`config.mk`:
```
export PLATFORM = sky130hd
export DESIGN_NAME = vsf_queue
export DESIGN_NICKNAME = d
export VERILOG_FILES = /design/src/sv/vsf_pkg.sv /design/src/sv/vsf_queue.sv
export SDC_FILE = /design/constraint.sdc
export NUM_CORES = 1
export LEC_CHECK = 0
export BUFFER_PORTS_ARGS = -buffer_cell sky130_fd_sc_hd__buf_2
export CORE_AREA = 3 3 422 424
export DETAILED_ROUTE_END_ITERATION = 8
export DIE_AREA = 0 0 425 427
export HOLD_SLACK_MARGIN = 0.06
export SLEW_MARGIN = 20
export SYNTH_ARGS = -nofsm -noshare
export SYNTH_HDL_FRONTEND = slang
export SYNTH_SLANG_ARGS = --single-unit
```
`constraint.sdc`:
```
create_clock -name clk -period 30.3 [get_ports clk]
set_input_delay 3.03 -clock clk [delete_from_list [all_inputs] [get_ports clk]]
set_output_delay 3.03 -clock clk [all_outputs]
set_load 0.005 [all_outputs]
```
`src/sv/vsf_pkg.sv`:
```
package vsf_pkg;

  // Width of every field on the streaming ports.
  localparam int FIELD_W = 32;

  // Defaults for the arithmetic width and the number of fraction bits.
  localparam int DATA_WIDTH_DEF = 32;
  localparam int FRAC_BITS_DEF  = 16;

  localparam int NUM_ROWS   = 9;
  localparam int NUM_VEL    = 3;
  localparam int NUM_OUT    = 12;
  localparam int IN_DATA_W  = 5 * FIELD_W;
  localparam int OUT_DATA_W = NUM_OUT * FIELD_W;
  localparam int KIND_W     = 2;

  // Depth of the queue between the front end and the arithmetic back end.
  localparam int QUEUE_DEPTH = 2;

  typedef enum logic [KIND_W-1:0] {
    FUNC_ROW_U = 2'd0,
    FUNC_ROW_V = 2'd1,
    FUNC_ROW_W = 2'd2,
    FUNC_TEMP  = 2'd3
  } func_t;

  typedef logic [FIELD_W-1:0] field_t;

  // One queued point: a snapshot of the stored rows plus the temperature beat.
  typedef struct packed {
    field_t [NUM_ROWS-1:0] rows;
    field_t [NUM_VEL-1:0]  vel;
    field_t                grad_x;
    field_t                grad_y;
    field_t                grad_z;
    field_t                scalar_a;
    field_t                scalar_b;
  } point_t;

endpackage

```
`src/sv/vsf_queue.sv`:
```
module vsf_queue (
  input  logic            clk,
  input  logic            rst_n,
  input  logic            push,
  input  vsf_pkg::point_t push_data,
  output logic            full,
  input  logic            pop,
  output logic            valid,
  output vsf_pkg::point_t pop_data
);

  import vsf_pkg::*;

  localparam int PTR_W = (QUEUE_DEPTH > 1) ? $clog2(QUEUE_DEPTH) : 1;
  localparam int CNT_W = $clog2(QUEUE_DEPTH + 1);

  point_t [QUEUE_DEPTH-1:0] entry_r;
  logic [PTR_W-1:0]         wr_ptr_r;
  logic [PTR_W-1:0]         rd_ptr_r;
  logic [CNT_W-1:0]         count_r;

  assign full     = (count_r == CNT_W'(QUEUE_DEPTH));
  assign valid    = (count_r != '0);
  assign pop_data = entry_r[rd_ptr_r];

  function automatic logic [PTR_W-1:0] ptr_inc(input logic [PTR_W-1:0] p);
    if (p == PTR_W'(QUEUE_DEPTH - 1)) begin
      return '0;
    end
    return p + 1'b1;
  endfunction

  always_ff @(posedge clk) begin
    if (push) begin
      entry_r[wr_ptr_r] <= push_data;
    end
    if (!rst_n) begin
      wr_ptr_r <= '0;
      rd_ptr_r <= '0;
      count_r  <= '0;
    end else begin
      if (push) begin
        wr_ptr_r <= ptr_inc(wr_ptr_r);
      end
      if (pop) begin
        rd_ptr_r <= ptr_inc(rd_ptr_r);
      end
      if (push && !pop) begin
        count_r <= count_r + 1'b1;
      end else if (pop && !push) begin
        count_r <= count_r - 1'b1;
      end
    end
  end

`ifndef SYNTH
  a_no_push_full: assert property (@(posedge clk) disable iff (!rst_n)
    push |-> !full)
    else $error("queue written while full");
  a_no_pop_empty: assert property (@(posedge clk) disable iff (!rst_n)
    pop |-> valid)
    else $error("queue read while empty");
  a_count_up: assert property (@(posedge clk) disable iff (!rst_n)
    (push && !pop) |=> (count_r == CNT_W'($past(count_r) + 1'b1)))
    else $error("queue count lost a write");
`endif

endmodule

```
---- Yosys cells after proc, flatten, opt, wreduce, memory -nomap -nowiden ----
Cells that the tools add are included.
word-level totals
  register bits ........................... 1092
  logic and storage cells ................. 69
cells by class
  equal/unequal tests ..................... 1
  muxes and demuxes ....................... 17
  $lt $le $gt $ge ......................... 3
  add/subtract/negate cells ............... 4
  reduce and logical (&&, ||, !) cells .... 7
operators with widths
  operator                                                                      number
  544-bit 2-to-1 mux                                                            3
  1088-bit bitwise mux                                                          1
  544-bit demux with 1-bit select                                               1
  1-bit 2-to-1 mux                                                              10
  1-bit by 2-bit less-than comparator with 1-bit output, second input constant  2
  2-bit 2-to-1 mux                                                              2
  2-bit nonzero test                                                            2
  1-bit logical AND                                                             3
  1-bit adder, second input constant                                            2
  2-bit by 1-bit adder with 2-bit output, second input constant                 1
  2-bit == test, second input constant                                          1
  1-bit logical NOT                                                             2
  2-bit by 1-bit subtractor with 2-bit output, second input constant            1
  1-bit >= comparator, second input constant                                    1

---- Logic depth before layout (Yosys ltp) ----
  depth after elaboration ................. 5
  mapped depth ............................ 5
  gate-level depth less buffers ........... 5

---- Least setup slack after synthesis ----
No wires, ideal clock.
  path type ............................... input to register
  from .................................... input port push
  to ...................................... register wr_ptr_r
  stages on the path ...................... 2
  arrival time ............................ 27972 ps
  path buffers ............................ 0
  required time ........................... 30132 ps
  setup slack ............................. 2160 ps
  library setup time ...................... 168 ps
  path through ............................ nor2b_1 -> o21a_1
RTL lines
  what                  RTL line         RTL
  from (decl)           vsf_queue.sv:4   input logic push,
  to (signal assigned)  vsf_queue.sv:43  wr_ptr_r <= ptr_inc(wr_ptr_r);
  to (decl)             vsf_queue.sv:18  logic [PTR_W-1:0] wr_ptr_r;

==> flow_results.org <==
** Status
- Run status :: completed

** Timing
- The worst path uses 26.60% of the clock period.
- Final slew viol count :: 0
- Final setup violation count :: 0
- Minimum clock period after layout :: 8.059 ns
- Final setup TNS :: 0 ns
- Across all setup checks in the final design, the least slack found is 22.24 ns.
- Number of endpoints with negative hold slack in the final report :: 0
- For the pin with the worst max-slew slack, the measured transition is 1.087 ns.
- Setup repair after global routing left no endpoint under its margin.
- Max Clock Skew :: 0.02048 ns
- Slew Limit Headroom :: 27.50%
- For this run, the top clock speed supported by timing is roughly 120 MHz.

** Placement
- Pre-CTS setup slack :: 21.41 ns
- Buffers on Ports :: 1093
- Post-detail-place hpwl :: about 93 mm
- Global placer's final weighted congestion :: approximately 0.88

** Floorplanning
- The initialized floorplan defines between 150 and 200 standard-cell rows.
- 1094 I/O pins were placed.
- CORE AREA :: 174200 um2
- Floorplan die height :: 427 um
- Once the floorplan was initialized, standard cells occupied 22.75% of the core.
- The die covers 181500 um2.
- Horizontal extent of the die :: 425 um

** GRT
- Via count of the first global-routing pass :: around 21000
- Initial antenna violation count :: 86
- Entering global routing, the biggest net connects 140 pins.
- The total overflow left after global routing is 0.
- Wire length of the first global-routing pass :: 163.9 mm
- Across every metal layer, demand over resource in global routing totals 12.91%.

** Logic synthesis
- Syn_area_per_cell :: about 23 um2
- Number of instances in the synthesized netlist :: 1713
- Fraction of the mapped netlist area in compound gates :: 0.05052%
- In the post-synthesis netlist, the biggest area contributors are sky130_fd_sc_hd__edfxtp_1 82%, sky130_fd_sc_hd__mux2_2 14%, sky130_fd_sc_hd__mux2_4 1.9%.
- Dominant combinational cell family by area after synthesis :: multiplexers
- The netlist uses 18 different library cells.
- Flops & latches, synth :: 1092
- Area fraction in and, or, nand and nor cells after synthesis :: 0.1263%
- Summing the areas of all xor and xnor instances in the mapped netlist gives 0.06631% of the synthesized area.
- The share of synthesized area in the top cell type comes to approximately 82%.
- Counting flops with a built-in enable in the synthesized netlist gives 1088.
- Cell area after technology mapping :: approximately 40000 um2
- FFs w/ async S/R, synth :: 0%
- Ranked by instance count, the synthesized netlist is headed by 1088 x sky130_fd_sc_hd__edfxtp_1, 494 x sky130_fd_sc_hd__mux2_2, 50 x sky130_fd_sc_hd__mux2_4.
- Yosys printed 0 warnings.
- Share of the yosys chip area belonging to registers :: between 80 and 90%
- Area share of fa/ha/maj cells after synthesis :: less than 1%
- In the synthesized netlist the dominant register cell turns out to be sky130_fd_sc_hd__edfxtp_1.
- Cell taking the most area after synthesis :: sky130_fd_sc_hd__edfxtp_1
- Multiplexer cells account for 15.93% of the synthesized area.
- Number of nets produced by synthesis :: 2262
- sky130_fd_sc_hd__edfxtp_1 is the most common cell in the netlist.

** CTS
- In this run, post-CTS hold repair placed 0 buffers.
- Register clock-pin slew on the reported worst setup and hold paths :: 0.06 ns
- Gates resized during post-CTS repair numbered 0.
- CTS sink count :: 1092
- Root buf cell :: sky130_fd_sc_hd__clkbuf_16
- In this run, CTS created clock tree buffers numbering roughly 110.
- The clock passes through at most 3 buffers.
- Buffers inserted by post-CTS timing repair :: 0
- In this run the number of H-tree levels came out at 3.
- CTS tree :: built
- The later pin in the worst-skew pair is clocked with a latency of 0.73 ns.

** Routing
- Vias post-DR :: 21260
- Once detail routing completed, the nets flagged for antenna violations numbered 0.
- Dividing the detail-routed wire length by the instance count gives 23.17 um.
- The first detailed-routing pass took 5 iterations.
- For this run, design rule violations remaining after detail routing come to 0.
- Total length of routed wires :: 123.6 mm
- After the first detailed-routing iteration, the DRC count stood at 1347.
- Vias per std cell :: 3.986

** Hold path
- Startpoint of the lowest-slack hold path :: count_r[1]$_SDFFE_PN0P_
- The worst hold path terminates at count_r[1]$_SDFFE_PN0P_.
- Along the worst hold path, the cell count comes to 2.
- Tightest Hold Check Type :: reg -> reg

** Layout
- Fill cells in the final layout number 17330.
- Share of cells above drive strength 1 :: between 60% and 70%
- Final-stage net count :: roughly 3400
- Relative to the synthesized area, the layout overhead comes to 29.65%.

** Power
- Summing internal, switching and leakage power gives 0.003432 W.
- The analysis attributes to cell leakage a power of 18.66 nW.
- Dividing total power by cell area gives a power density of 66.81 nW/um2.
- The worst-case IR drop observed on VDD is approximately 50 uV.

** Worst setup path
- STA puts the critical path data arrival time at 5.03 ns.
- Top fanout value on the critical path :: 139
- The worst register-to-register path ends at entry_r[361]$_DFFE_PP_.
- STA classifies the critical path endpoint as an output port.
- Number of cell instances on the worst register-to-register path :: 7
- The critical path is of the reg -> out type.
- Register-to-register setup slack :: 24.74 ns
- Worst reg2reg path startpoint :: wr_ptr_r$_SDFFE_PN0P_
- The worst setup path is launched from a flip-flop.
- STA puts the critical path data required time at 27.27 ns.

** Run
- Maximum Capacitance Violations :: 0
[flip-flops by register name, summed over array words and instances (netlist names)]
register  flops
wr_ptr_r      1
rd_ptr_r      1
entry_r    1088
count_r       2
[metal layers]
metal	global-route usage [%]	up-vias	part of all wire (%)
met4	6.110	58	3.7
met1	14.19	10820	36
met3	4.941	258	9.2
met2	21.92	839	51
li1	-	9284	-
met5	0	-	0.32
[worst max path at each step]
stage	start	end	slack [ns]	cells past startpoint
CTS	rd_ptr_r$_SDFFE_PN0P_	pop_data[535]	22.19	5
finish	rd_ptr_r$_SDFFE_PN0P_	pop_data[535]	22.24	5
detailed placement	push	entry_r[40]$_DFFE_PP_	21.41	8
floorplan	push	wr_ptr_r$_SDFFE_PN0P_	2.16	2
global route	rd_ptr_r$_SDFFE_PN0P_	pop_data[535]	22.01	5
global placement	push	entry_r[361]$_DFFE_PP_	21.39	8
[final cells by class]
type | instances | area [um2] | area share (%)
repair buffers | 1115 | 5677 | 11.05
diodes | 38 | 95.09 | 0.1851
well taps | 2325 | 2909 | 5.662
clock buffers | 139 | 2904 | 5.653
multi-input cells | 559 | 6432 | 12.52
inverters | 1 | 3.754 | 0.007306
clock inverters | 64 | 598.1 | 1.164
flip-flops and latches | 1092 | 32760 | 63.76
[cell families (layout without fill, tap and decap cells)]
| group | after synthesis | in the layout |
|---|---|---|
| AO/OA/AOI/OAI | 3 | 3 |
| XOR/XNOR | 3 | 3 |
| adder cells (fa/ha/maj) | 1 | 1 |
| buffers and inverters | 62 | 1319 |
| flip-flops | 1092 | 1092 |
| multiplexers | 544 | 544 |
| other | 0 | 38 |
| AND/OR/NAND/NOR | 8 | 8 |
[power breakdown]
part / switching, W / internal [W] / total (W)
combinational: 0.000184 / 0.000157 / 0.000342
sequential: 0.0000198 / 0.00175 / 0.00177
clock: 0.000579 / 0.000743 / 0.00132
total: 0.000783 / 0.00265 / 0.00343
[worst max-delay path, stage by stage, from the launching register on]
cell and delay, ns:
sky130_fd_sc_hd__dfxtp_4 1.03, sky130_fd_sc_hd__buf_12 0.51, sky130_fd_sc_hd__buf_4 0.72, sky130_fd_sc_hd__buf_4 0.83, sky130_fd_sc_hd__mux2_2 0.47, sky130_fd_sc_hd__buf_2 0.16
[stage by stage]
step                hold WS [ns]  cells  instance area [um2]  util, %
floorplan                 0.4678   1713                39630        -
global placement          0.4909   5092                47770    27.42
detailed placement        0.5047   5092                47770    27.42
CTS                       0.5149   5295                51280    29.43
global route              0.5670   5315                51330    29.46
finish                    0.5101   5333                51370    29.49
[cell usage in the layout (no fill, tap or decap), drive strengths merged]
| cell | synthesis | layout |
|---|---|---|
| diode | 0 | 38 |
| and2 | 3 | 3 |
| ha | 1 | 1 |
| clkinvlp | 0 | 4 |
| o21ai | 1 | 1 |
| mux2 | 544 | 544 |
| bufinv | 0 | 7 |
| edfxtp | 1088 | 1088 |
| or2 | 1 | 1 |
| xnor2 | 1 | 1 |
| o21a | 1 | 1 |
| clkbuf | 0 | 139 |
| xor2 | 2 | 2 |
| inv | 1 | 9 |
| nor2b | 3 | 3 |
| dfxtp | 4 | 4 |
| clkinv | 0 | 45 |
| a21boi | 1 | 1 |
| or3 | 1 | 1 |
| buf | 61 | 1115 |
(Power assumes the default switching activity.)
