$ cat src/sv/vsf_pkg.sv
package vsf_pkg;

  // Width of every field on the streaming ports.
  localparam int FIELD_W = 32;

  // Defaults for the arithmetic width and the number of fraction bits.
  localparam int DATA_WIDTH_DEF = 32;
  localparam int FRAC_BITS_DEF  = 16;

  localparam int NUM_ROWS   = 9;
  localparam int NUM_VEL    = 3;
  localparam int NUM_OUT    = 12;
  localparam int IN_DATA_W  = 5 * FIELD_W;
  localparam int OUT_DATA_W = NUM_OUT * FIELD_W;
  localparam int KIND_W     = 2;

  // Depth of the queue between the front end and the arithmetic back end.
  localparam int QUEUE_DEPTH = 2;

  typedef enum logic [KIND_W-1:0] {
    FUNC_ROW_U = 2'd0,
    FUNC_ROW_V = 2'd1,
    FUNC_ROW_W = 2'd2,
    FUNC_TEMP  = 2'd3
  } func_t;

  typedef logic [FIELD_W-1:0] field_t;

  // One queued point: a snapshot of the stored rows plus the temperature beat.
  typedef struct packed {
    field_t [NUM_ROWS-1:0] rows;
    field_t [NUM_VEL-1:0]  vel;
    field_t                grad_x;
    field_t                grad_y;
    field_t                grad_z;
    field_t                scalar_a;
    field_t                scalar_b;
  } point_t;

endpackage

$ cat src/sv/vsf_front.sv
module vsf_front (
  input  logic                        clk,
  input  logic                        rst_n,
  input  logic                        in_tvalid,
  output logic                        in_tready,
  input  logic [vsf_pkg::IN_DATA_W-1:0] in_tdata,
  input  logic [vsf_pkg::KIND_W-1:0]  in_tuser,
  input  logic                        q_full,
  output logic                        q_push,
  output vsf_pkg::point_t             q_data
);

  import vsf_pkg::*;

  field_t [NUM_ROWS-1:0] rows_r;
  field_t [NUM_VEL-1:0]  vel_r;
  logic                  accept;
  logic                  is_temp;

  assign in_tready = !q_full;
  assign accept    = in_tvalid && in_tready;
  assign is_temp   = (func_t'(in_tuser) == FUNC_TEMP);
  assign q_push    = accept && is_temp;

  // A temperature beat takes a snapshot of the rows as they stand before it.
  always_comb begin
    q_data.rows     = rows_r;
    q_data.vel      = vel_r;
    q_data.grad_x   = in_tdata[0*FIELD_W +: FIELD_W];
    q_data.grad_y   = in_tdata[1*FIELD_W +: FIELD_W];
    q_data.grad_z   = in_tdata[2*FIELD_W +: FIELD_W];
    q_data.scalar_a = in_tdata[3*FIELD_W +: FIELD_W];
    q_data.scalar_b = in_tdata[4*FIELD_W +: FIELD_W];
  end

  always_ff @(posedge clk) begin
    if (!rst_n) begin
      rows_r <= '0;
      vel_r  <= '0;
    end else if (accept && !is_temp) begin
      for (int i = 0; i < NUM_VEL; i++) begin
        if (in_tuser == KIND_W'(i)) begin
          rows_r[3*i+0] <= in_tdata[0*FIELD_W +: FIELD_W];
          rows_r[3*i+1] <= in_tdata[1*FIELD_W +: FIELD_W];
          rows_r[3*i+2] <= in_tdata[2*FIELD_W +: FIELD_W];
          vel_r[i]      <= in_tdata[3*FIELD_W +: FIELD_W];
        end
      end
    end
  end

endmodule

$ cat config.mk
export PLATFORM = sky130hd
export DESIGN_NAME = vsf_front
export DESIGN_NICKNAME = d
export VERILOG_FILES = /design/src/sv/vsf_pkg.sv /design/src/sv/vsf_front.sv
export SDC_FILE = /design/constraint.sdc
export NUM_CORES = 1
export LEC_CHECK = 0
export BUFFER_PORTS_ARGS = -buffer_cell sky130_fd_sc_hd__buf_2
export CAP_MARGIN = 10
export CORE_AREA = 8 8 275 277
export CTS_CLUSTER_DIAMETER = 200
export DETAILED_ROUTE_END_ITERATION = 10
export DIE_AREA = 0 0 283 285
export GPL_TIMING_DRIVEN = 0
export PLACE_DENSITY = 0.5
export SKIP_LAST_GASP = 1
export SYNTH_ARGS = -nofsm -noshare
export SYNTH_HDL_FRONTEND = slang
export SYNTH_SLANG_ARGS = --single-unit
$ cat constraint.sdc
create_clock -name clk -period 1.1 [get_ports clk]
set_input_delay 0.22 -clock clk [delete_from_list [all_inputs] [get_ports clk]]
set_output_delay 0.22 -clock clk [all_outputs]
set_load 0.01 [all_outputs]
* Word level (Yosys, flattened, before mapping) *
Index checks and enable logic that the tools add are counted.
Widths: inputs -> output; s select.

storage, ports and cells
  input bits = 166
  output and inout bits = 546
  flip-flop bits (word level) = 384
  word-level logic and storage cells = 24

operators by class
  reductions and logical operators = 9
  equality and inequality tests = 3

operators by type and width
  operator            number
  $reduce_and 2->1    3
  $eq 2x2->1 const B  2
  $logic_and 1x1->1   3
  $eq 2x1->1 const B  1
  $logic_not 1->1     2
  $logic_not 2->1     1

* Longest topological paths before layout *
Gate-level depths: netlist of run 1.

  depth in word-level cells = 4
  gate-level depth with buffers = 5
  depth with buffers taken out = 2

* Least setup slack after synthesis of run 1 *
No wires, ideal clock.

  path type = input-to-reg
  start point = in q_full
  end point = reg vel_r, in the netlist q_data[160]
  buffers on the path = 2
  stages = 4
  data required time = 1.028 ns
  data arrival time = 1.093 ns
  path slack = -0.065 ns
  setup time = 0.072 ns
  cell sequence = nor4b_4 buf_8 buf_12 mux2i_1

on the way
  word-level cells in the longest chain between the ends = 4

RTL lines
  element                            RTL line         RTL
  from (decl)                        vsf_front.sv:8   input logic q_full,
  $logic_not 1->1                    vsf_front.sv:20  assign in_tready = !q_full;
  $logic_and 1x1->1                  vsf_front.sv:21  assign accept = in_tvalid && in_tready;
  $logic_and 1x1->1                  vsf_front.sv:40  end else if (accept && !is_temp) begin
  $reduce_and 2->1 (no source line)  n/a
  to (signal, indexed assignment)    vsf_front.sv:46  vel_r[i] <= in_tdata[3*FIELD_W +: FIELD_W];
  to (decl)                          vsf_front.sv:16  field_t [NUM_VEL-1:0] vel_r;

No other way between the ends.
A chain may end at the register's enable or synchronous reset.

* Worst setup path in the final report of run 1 *
  start point = reg rows_r, in the netlist q_data[501]
  end point = out q_data[501] (netlist bit)

RTL lines
  element                            RTL line         RTL
  from (decl)                        vsf_front.sv:15  field_t [NUM_ROWS-1:0] rows_r;
  from (signal, indexed assignment)  vsf_front.sv:43  rows_r[3*i+0] <= in_tdata[0*FIELD_W +: FIELD_W];
  from (signal, indexed assignment)  vsf_front.sv:44  rows_r[3*i+1] <= in_tdata[1*FIELD_W +: FIELD_W];
  from (signal, indexed assignment)  vsf_front.sv:45  rows_r[3*i+2] <= in_tdata[2*FIELD_W +: FIELD_W];
  to (decl)                          vsf_front.sv:10  output vsf_pkg::point_t q_data

No word-level cell between the ends.

==> impl_metrics.toml, run 1 <==
[sta]
holdWs_ns = 0.0360
clock.fmax_mhz = 780
setup_tns_ns = -48.87
drv_slew = 0
slew_headroom_pct = 54.0
worst_pin_slew_ns = 0.691
fin_crit_ns = 1.28
rsz0062_at_grt = "true"
post-route-period-util_pct = 117
hold_viol_final = 0
fin_ws_ns = -0.182
setup_violations = 384
finClkSkew_ns = 0

[floorplanning]
core_mm2 = 0.0710
die_w_um = 283
chipHeight_um = 285
start_util_pct = 21.7
num_rows = 98
ios = 712
dieArea_mm2 = 0.0807

[placement]
preCtsSetupSlack_ns = -1.26
gp_congestion = 0.922
dp_hpwl_mm = 52.1
port_buffers = 678

[route]
drt_first_pass_iters = 6
via_count = 14200
drtAntennaViolNets = 0
wl_met2_mm = 35.4
topRoutingLayerUsed = "met4"
wire_per_inst_um = 19.9
drc = 0
dr_wl_met3_mm = 4.75
wl_met1_mm = 26.9
wirelength_mm = 68.6
drtIter0Drc = 420
drt-vias-per-instance = 4.12

[cts]
clk-insertion-delay-late_ns = 0.55
cts-root-buf = "clkbuf_16"
clockBufferDepth = 3
cts_buffers = 44
ctsHtreeMaxLevel = 2
path_clk_slew_ns = 0.06
cts_sinks = 384
cts_tree = "done"

[setup_path]
slowest_stage = "dfxtp_4"
crit_required_ns = 0.88
cp-end-kind = "output port"
path_buf_inv = 1
path_delay_family = "flip-flops"
ff2ff_setup_slack_ns = 0.28
worstPathMaxFanout = 2
path_cells = "buf_6"
worstSetupPathType = "reg -> out"
startpoint_type = "register"
worstPathArrival_ns = 1.06
critPathMaxStageDelay_ns = 0.37

[synthesis]
syn_nets = 1710
syn-instance-count = 1544
yosysSeqAreaShare_pct = 49.9
async_flop_share_pct = 0
synth-edff-count = 0
synth_area_leaders = "dfxtp_1 50%, mux2i_1 25%, nand2_1 12%"
ys_ff_latch = 384
yosys.area.top_type = "dfxtp_1"
yosysMostFrequentCell = "nand2_1"
syn_area_per_cell_um2 = 9.99
synth_cell_types = 14
yosys.area.top_type_share_pct = 49.9
synthFlopType = "dfxtp_1"
ys_top_cells_by_count = "512 x nand2_1, 384 x dfxtp_1, 384 x mux2i_1"
netlist_area_mm2 = 0.0154
yosysWarnings = 0

[status]
violations = "negative setup slack"
status = "complete, but fails checks"

[global_routing]
gr-usage-all-layers_pct = 16.0
grt_max_degree = 14
grt_pass1_vias = 15200
grt.overflow.total = 0
antenna_found_initial = 4
grt_pass1_wl_mm = 100

[finish]
ff_latch_area_mm2 = 0.00819
drive_gt1_share_pct = 59.1
multi_input_area_mm2 = 0.00582
layout.nets = 2637
synthToLayoutAreaGrowth_pct = 70.5
antenna_cells = 0
n_fill_cell = 7065
largest_reg_flops = 384

[power]
ir_drop_v = 0.00108
power_switching_w = 0.00847
p_int_w = 0.0256
swShare_pct = 24.8
power_frac_seq_pct = 42.5
p_clk_share_pct = 45.4
p_leak_nw = 13.1
comb_power_share_pct = 12.1
finalPower_w = 0.0341
power.density_mw_per_mm2 = 1300

[flow_run]
max_cap_violations = 0

[hold_path]
hold_class = "in -> reg"
## routing by layer
layer  track usage [%]  vias to the layer above
met5                 0                        -
met4              4.16                        0
met3              4.88                       72
met2              29.4                      480
met1              17.7                     6946
li1                  -                     6731
## power groups by stage
stage / Sequential [W] / Clock (W) / Combinational, W
6_report: 0.0145 / 0.0155 / 0.00412
5_1_grt: 0.0145 / 0.0165 / 0.00440
4_1_cts: 0.0145 / 0.0159 / 0.00409
3_5_place_dp: 0.0147 / 0 / 0.00341
3_3_place_gp: 0.0147 / 0 / 0.00339
2_1_floorplan: 0.0148 / 0 / 0.00162
## what timing repair did
item,4_1_cts,5_1_grt
setup endpoints to repair,673,441
resized for setup,915,18
hold buffers,108,0
endpoints found under the hold margin,320,0
buffers inserted,31,64
## logic make-up after synthesis
logic type	after synthesis	synth area share [%]
buffers and inverters	260	12.4
flip-flops	384	49.9
multiplexers	384	24.9
AND/OR/NAND/NOR	516	12.8
## area by class of cell
cell class,count,share of cell area (%)
timing repair buffer,881,28.9
tap,950,4.52
inverter,1,0.0143
clock inverter,15,0.657
multi-input combinational,900,22.1
sequential,384,31.2
buffer,259,7.44
clock buffer,65,5.18
## cell usage in the layout (no fill, tap or decap)
master	n
and4_1	1
buf_1	3
buf_12	10
buf_2	315
buf_4	285
buf_6	386
buf_8	3
bufinv_16	3
clkbuf_1	13
clkbuf_16	45
clkbuf_2	19
clkbuf_4	2
clkbuf_8	16
clkinv_2	6
clkinv_4	2
dfxtp_2	374
dfxtp_4	10
dlygate4sd3_1	108
inv_1	1
inv_6	4
mux2i_1	384
nand2_1	512
nand4bb_1	2
nor4b_4	1
## stage by stage
step | cells | cell area [um2] | utilization, %
after CTS | 3391 | 25800 | 36.3
after detailed placement | 3172 | 20000 | 28.2
after global placement | 3172 | 20000 | 28.2
final | 3455 | 26300 | 37.0
after floorplan | 1544 | 15400 | -
after global routing | 3455 | 26300 | 37.0
## path summary, 6_finish.rpt
kind,start,cells after the start,endpoint
setup / recovery,q_data[501],1,q_data[501]
hold / removal,in_tdata[51],3,q_data[403]
setup reg to reg,q_data[411],4,q_data[411]
hold reg to reg,q_data[258],2,q_data[258]
Note: power is estimated with default switching activity, not from simulation.
==> run 2: changes to the inputs <==
--- a/config.mk
+++ b/config.mk
@@ -7,12 +7,13 @@
 export LEC_CHECK = 0
 export BUFFER_PORTS_ARGS = -buffer_cell sky130_fd_sc_hd__buf_2
 export CAP_MARGIN = 10
-export CORE_AREA = 8 8 275 277
+export CORE_AREA = 8 8 268 270
 export CTS_CLUSTER_DIAMETER = 200
 export DETAILED_ROUTE_END_ITERATION = 10
-export DIE_AREA = 0 0 283 285
+export DIE_AREA = 0 0 276 278
 export GPL_TIMING_DRIVEN = 0
 export PLACE_DENSITY = 0.5
+export RECOVER_POWER = 50
 export SKIP_LAST_GASP = 1
 export SYNTH_ARGS = -nofsm -noshare
 export SYNTH_HDL_FRONTEND = slang
==> constraint.sdc (replaced) <==
create_clock -name clk -period 1.3 [get_ports clk]
set_input_delay 0.26 -clock clk [delete_from_list [all_inputs] [get_ports clk]]
set_output_delay 0.26 -clock clk [all_outputs]
set_load 0.01 [all_outputs]
==> impl_metrics.toml, run 2 (same netlist as run 1, synthesis figures left out) <==
[status]
status = "complete, but fails checks"
violations = "negative setup slack"

[sta]
clock.fmax_mhz = 765
fin_crit_ns = 1.31
slew_headroom_pct = 57.2
fin_ws_ns = -0.00711
hold_viol_final = 0
finClkSkew_ns = 0
post-route-period-util_pct = 101
rsz0062_at_grt = "true"
setup_violations = 4
holdWs_ns = 0.0435
worst_pin_slew_ns = 0.642
setup_tns_ns = -0.0174
drv_slew = 0

[global_routing]
antenna_found_initial = 1
grt.overflow.total = 0
grt_pass1_vias = 15100
grt_pass1_wl_mm = 97.5
grt_max_degree = 13
gr-usage-all-layers_pct = 16.1

[cts]
clk-insertion-delay-late_ns = 0.55
cts_buffers = 44
path_clk_slew_ns = 0.06
clockBufferDepth = 3
ctsHtreeMaxLevel = 2
cts_tree = "done"
cts_sinks = 384
cts-root-buf = "clkbuf_16"

[finish]
synthToLayoutAreaGrowth_pct = 66.6
final_util_pct = 37.9
ff_latch_area_mm2 = 0.00819
layout.nets = 2619
mostFrequentLayoutCells = "512 x nand2_1, 385 x buf_6, 384 x mux2i_1"
largest_reg_flops = 384
multi_input_area_mm2 = 0.00582
n_fill_cell = 6872
final_common_cell = "nand2_1"
drive_gt1_share_pct = 53.2

[placement]
gp_congestion = 0.843
preCtsSetupSlack_ns = -0.819
port_buffers = 678
dp_hpwl_mm = 50.1

[setup_path]
worstPathMaxFanout = 2
startpoint_type = "register"
crit_required_ns = 1.04
worstPathArrival_ns = 1.05
cp-end-kind = "output port"
path_cells = "buf_6"
critPathMaxStageDelay_ns = 0.36
path_buf_inv = 1
path_delay_family = "flip-flops"
worstSetupPathType = "reg -> out"
slowest_stage = "dfxtp_4"

[floorplanning]
num_rows = 96
core_mm2 = 0.0677
start_util_pct = 22.8
chipHeight_um = 278
die_w_um = 276
dieArea_mm2 = 0.0767
ios = 712

[route]
via_count = 14000
wire_per_inst_um = 19.6
wirelength_mm = 66.1
drtAntennaViolNets = 0
drt-vias-per-instance = 4.14
drtIter0Drc = 493
drt_first_pass_iters = 5
drc = 0

[power]
ir_drop_v = 0.000760
p_leak_nw = 12.5
power.density_mw_per_mm2 = 1100

[flow_run]
max_cap_violations = 0

[hold_path]
hold_class = "in -> reg"
-- run 2: power breakdown --
group          internal (W)  switching (W)
Clock               0.00760        0.00507
Combinational       0.00162        0.00170
Sequential           0.0121       0.000203
-- run 2: per-stage QoR --
step	power (W)	instances	instance area (um2)
after floorplan	0.0139	1544	15400
after global placement	0.0153	3104	19900
after detailed placement	0.0153	3104	19900
after CTS	0.0286	3293	25300
after global routing	0.0294	3369	25700
final	0.0283	3370	25700
-- run 2: timing repair --
item,in CTS,in global routing
hold buffers,72,0
buffers inserted,37,76
resized for setup,892,14
setup endpoints to repair,474,392
gates cloned,0,0
hold endpoints to repair,180,0
-- run 2: layout make-up --
| type | instances | share of cell area (%) |
|---|---|---|
| Buffer | 259 | 7.49 |
| Timing Repair Buffer | 863 | 27.9 |
| Tap cell | 882 | 4.29 |
| Multi-Input combinational cell | 900 | 22.7 |
| Sequential cell | 384 | 31.9 |
| Antenna cell | 1 | 0.00974 |
| Clock buffer | 68 | 5.30 |
| Inverter | 1 | 0.0146 |
| Clock inverter | 12 | 0.482 |
-- run 2: layer usage --
layer / routed length (um) / vias to the layer above / part of all wire, % / track usage (%)
li1: - / 6693 / - / -
met1: 25900 / 6741 / 39 / 17.5
met2: 34500 / 446 / 52 / 30.5
met3: 4110 / 85 / 6.2 / 4.60
met4: 1570 / 0 / 2.4 / 4.17
met5: 0 / - / 0 / 0
-- run 2: path summary, 6_finish.rpt --
check                    from     endpoint  slack, ns  depth (start not counted)
setup / recovery  q_data[304]  q_data[304]     -0.007                          1
hold / removal    in_tdata[7]  q_data[359]       0.04                          3
hold reg to reg   q_data[268]  q_data[268]       0.46                          2
setup reg to reg  q_data[360]  q_data[360]       0.47                          4
==> run 3: changes to the inputs <==
--- a/config.mk
+++ b/config.mk
@@ -14,6 +14,7 @@
 export GPL_TIMING_DRIVEN = 0
 export PLACE_DENSITY = 0.5
 export RECOVER_POWER = 50
+export SKIP_CTS_REPAIR_TIMING = 1
 export SKIP_LAST_GASP = 1
 export SYNTH_ARGS = -nofsm -noshare
 export SYNTH_HDL_FRONTEND = slang
==> impl_metrics.toml, run 3 (same netlist as run 1, synthesis figures left out) <==
[status]
status = "complete, but fails checks"
violations = "negative setup slack"

[setup_path]
worstPathArrival_ns = 1.04
reg2reg_from = "q_data[310]"
startpoint_type = "register"
reg2reg_depth = 3
slowest_stage = "dfxtp_4"
worstSetupPathType = "reg -> out"
cp-end-kind = "output port"
ff2ff_setup_slack_ns = 0.56
worstPathMaxFanout = 2
critPathMaxStageDelay_ns = 0.36
path_buf_inv = 1
crit_required_ns = 1.04
crit_path_start = "q_data[304]"
path_cells = "buf_6"
critical_path.reg2reg.endpoint = "q_data[310]"
path_delay_family = "flip-flops"

[sta]
holdWs_ns = 0.0115
slew_headroom_pct = 55.9
rsz0062_at_grt = "true"
drv_slew = 0
clock.fmax_mhz = 767
worst_pin_slew_ns = 0.661
setup_violations = 2
fin_ws_ns = -0.00315
finClkSkew_ns = 0
post-route-period-util_pct = 100
fin_crit_ns = 1.30
hold_viol_final = 0

[global_routing]
grt.overflow.total = 0
grt_pass1_wl_mm = 93.2
gr-usage-all-layers_pct = 15.6
grt_pass1_vias = 14100
antenna_found_initial = 1
grt_max_degree = 13

[route]
wirelength_mm = 65.2
wire_per_inst_um = 19.9
via_count = 13600
drtIter0Drc = 472
drtAntennaViolNets = 0
drc = 0
drt-vias-per-instance = 4.16
drt_first_pass_iters = 4

[cts]
ctsHtreeMaxLevel = 2
cts-root-buf = "clkbuf_16"
clk-insertion-delay-late_ns = 0.55
cts_tree = "done"
path_clk_slew_ns = 0.06
cts_sinks = 384
cts_buffers = 44
clockBufferDepth = 3

[placement]
preCtsSetupSlack_ns = -0.819
gp_congestion = 0.843
port_buffers = 678
dp_hpwl_mm = 50.1

[power]
ir_drop_v = 0.000770
p_leak_nw = 12.1
power.density_mw_per_mm2 = 1130
finalPower_w = 0.0281

[floorplanning]
die_w_um = 276
start_util_pct = 22.8
dieArea_mm2 = 0.0767
num_rows = 96
core_mm2 = 0.0677
chipHeight_um = 278
ios = 712

[finish]
final_util_pct = 36.6
synthToLayoutAreaGrowth_pct = 61.0
n_fill_cell = 6956
final_common_cell = "nand2_1"
layout.nets = 2524
largest_reg_flops = 384
drive_gt1_share_pct = 54.0
mostFrequentLayoutCells = "512 x nand2_1, 385 x buf_6, 384 x mux2i_1"

[flow_run]
max_cap_violations = 0

[hold_path]
hold_class = "in -> reg"
min_from = "in_tdata[75]"
min_to = "q_data[523]"
hold_depth = 3
[run 3: changes by cell type in the layout (fill, tap and decap cells not counted), sizes merged]
cell / previous run / this run
clkbuf: 273 / 275
dlygate4sd3: 72 / 11
buf: 845 / 809
[run 3: how the worst max path moves through the flow]
| stage | end | slack (ns) | cells past startpoint |
|---|---|---|---|
| floorplan | q_data[160] | 0.1 | 4 |
| global placement | q_data[310] | -0.76 | 5 |
| detailed placement | q_data[251] | -0.82 | 5 |
| CTS | q_data[251] | -0.21 | 5 |
| global route | q_data[304] | -0.06 | 1 |
| finish | q_data[304] | -0.003 | 1 |
[run 3: routing by layer]
layer	share of wire (%)	GRT usage, %	up-vias	wire length (um)
met2	52	28.9	473	33800
met4	2.3	3.47	0	1470
met5	0	0	-	0
met1	39	17.6	6544	25200
li1	-	-	6503	-
met3	7.2	4.35	89	4690
[run 3: stage by stage]
stage               instance area [um2]  setup TNS [ns]  std cells
global route                      24800           -5.99       3274
floorplan                         15400               0       1544
global placement                  19900         -188.38       3104
detailed placement                19900         -205.19       3104
CTS                               21400          -25.53       3184
finish                            24800        -0.00551       3275
[run 3: worst register-to-register path: stages (launching register included)]
cell and delay (ns):
dfxtp_4 0.37, buf_4 0.11, nand2_1 0.04, mux2i_1 0.14
[run 3: report_power, final]
| group | leakage (nW) | switching (W) | internal (W) |
|---|---|---|---|
| registers | 3.30 | 0.000202 | 0.0121 |
| logic | 8.04 | 0.00166 | 0.00147 |
| clock network | 0.737 | 0.00507 | 0.00760 |
| total | 12.1 | 0.00693 | 0.0211 |
[run 3: layout make-up]
class | instances | area [um2] | share of cell area [%]
well taps | 882 | 1100 | 4.45
clock buffers | 68 | 1360 | 5.49
diodes | 1 | 2.50 | 0.0101
repair buffers | 768 | 6300 | 25.4
inverters | 1 | 3.75 | 0.0151
flip-flops and latches | 384 | 8190 | 33.0
plain buffers | 259 | 1920 | 7.75
clock inverters | 12 | 124 | 0.499
multi-input cells | 900 | 5820 | 23.4
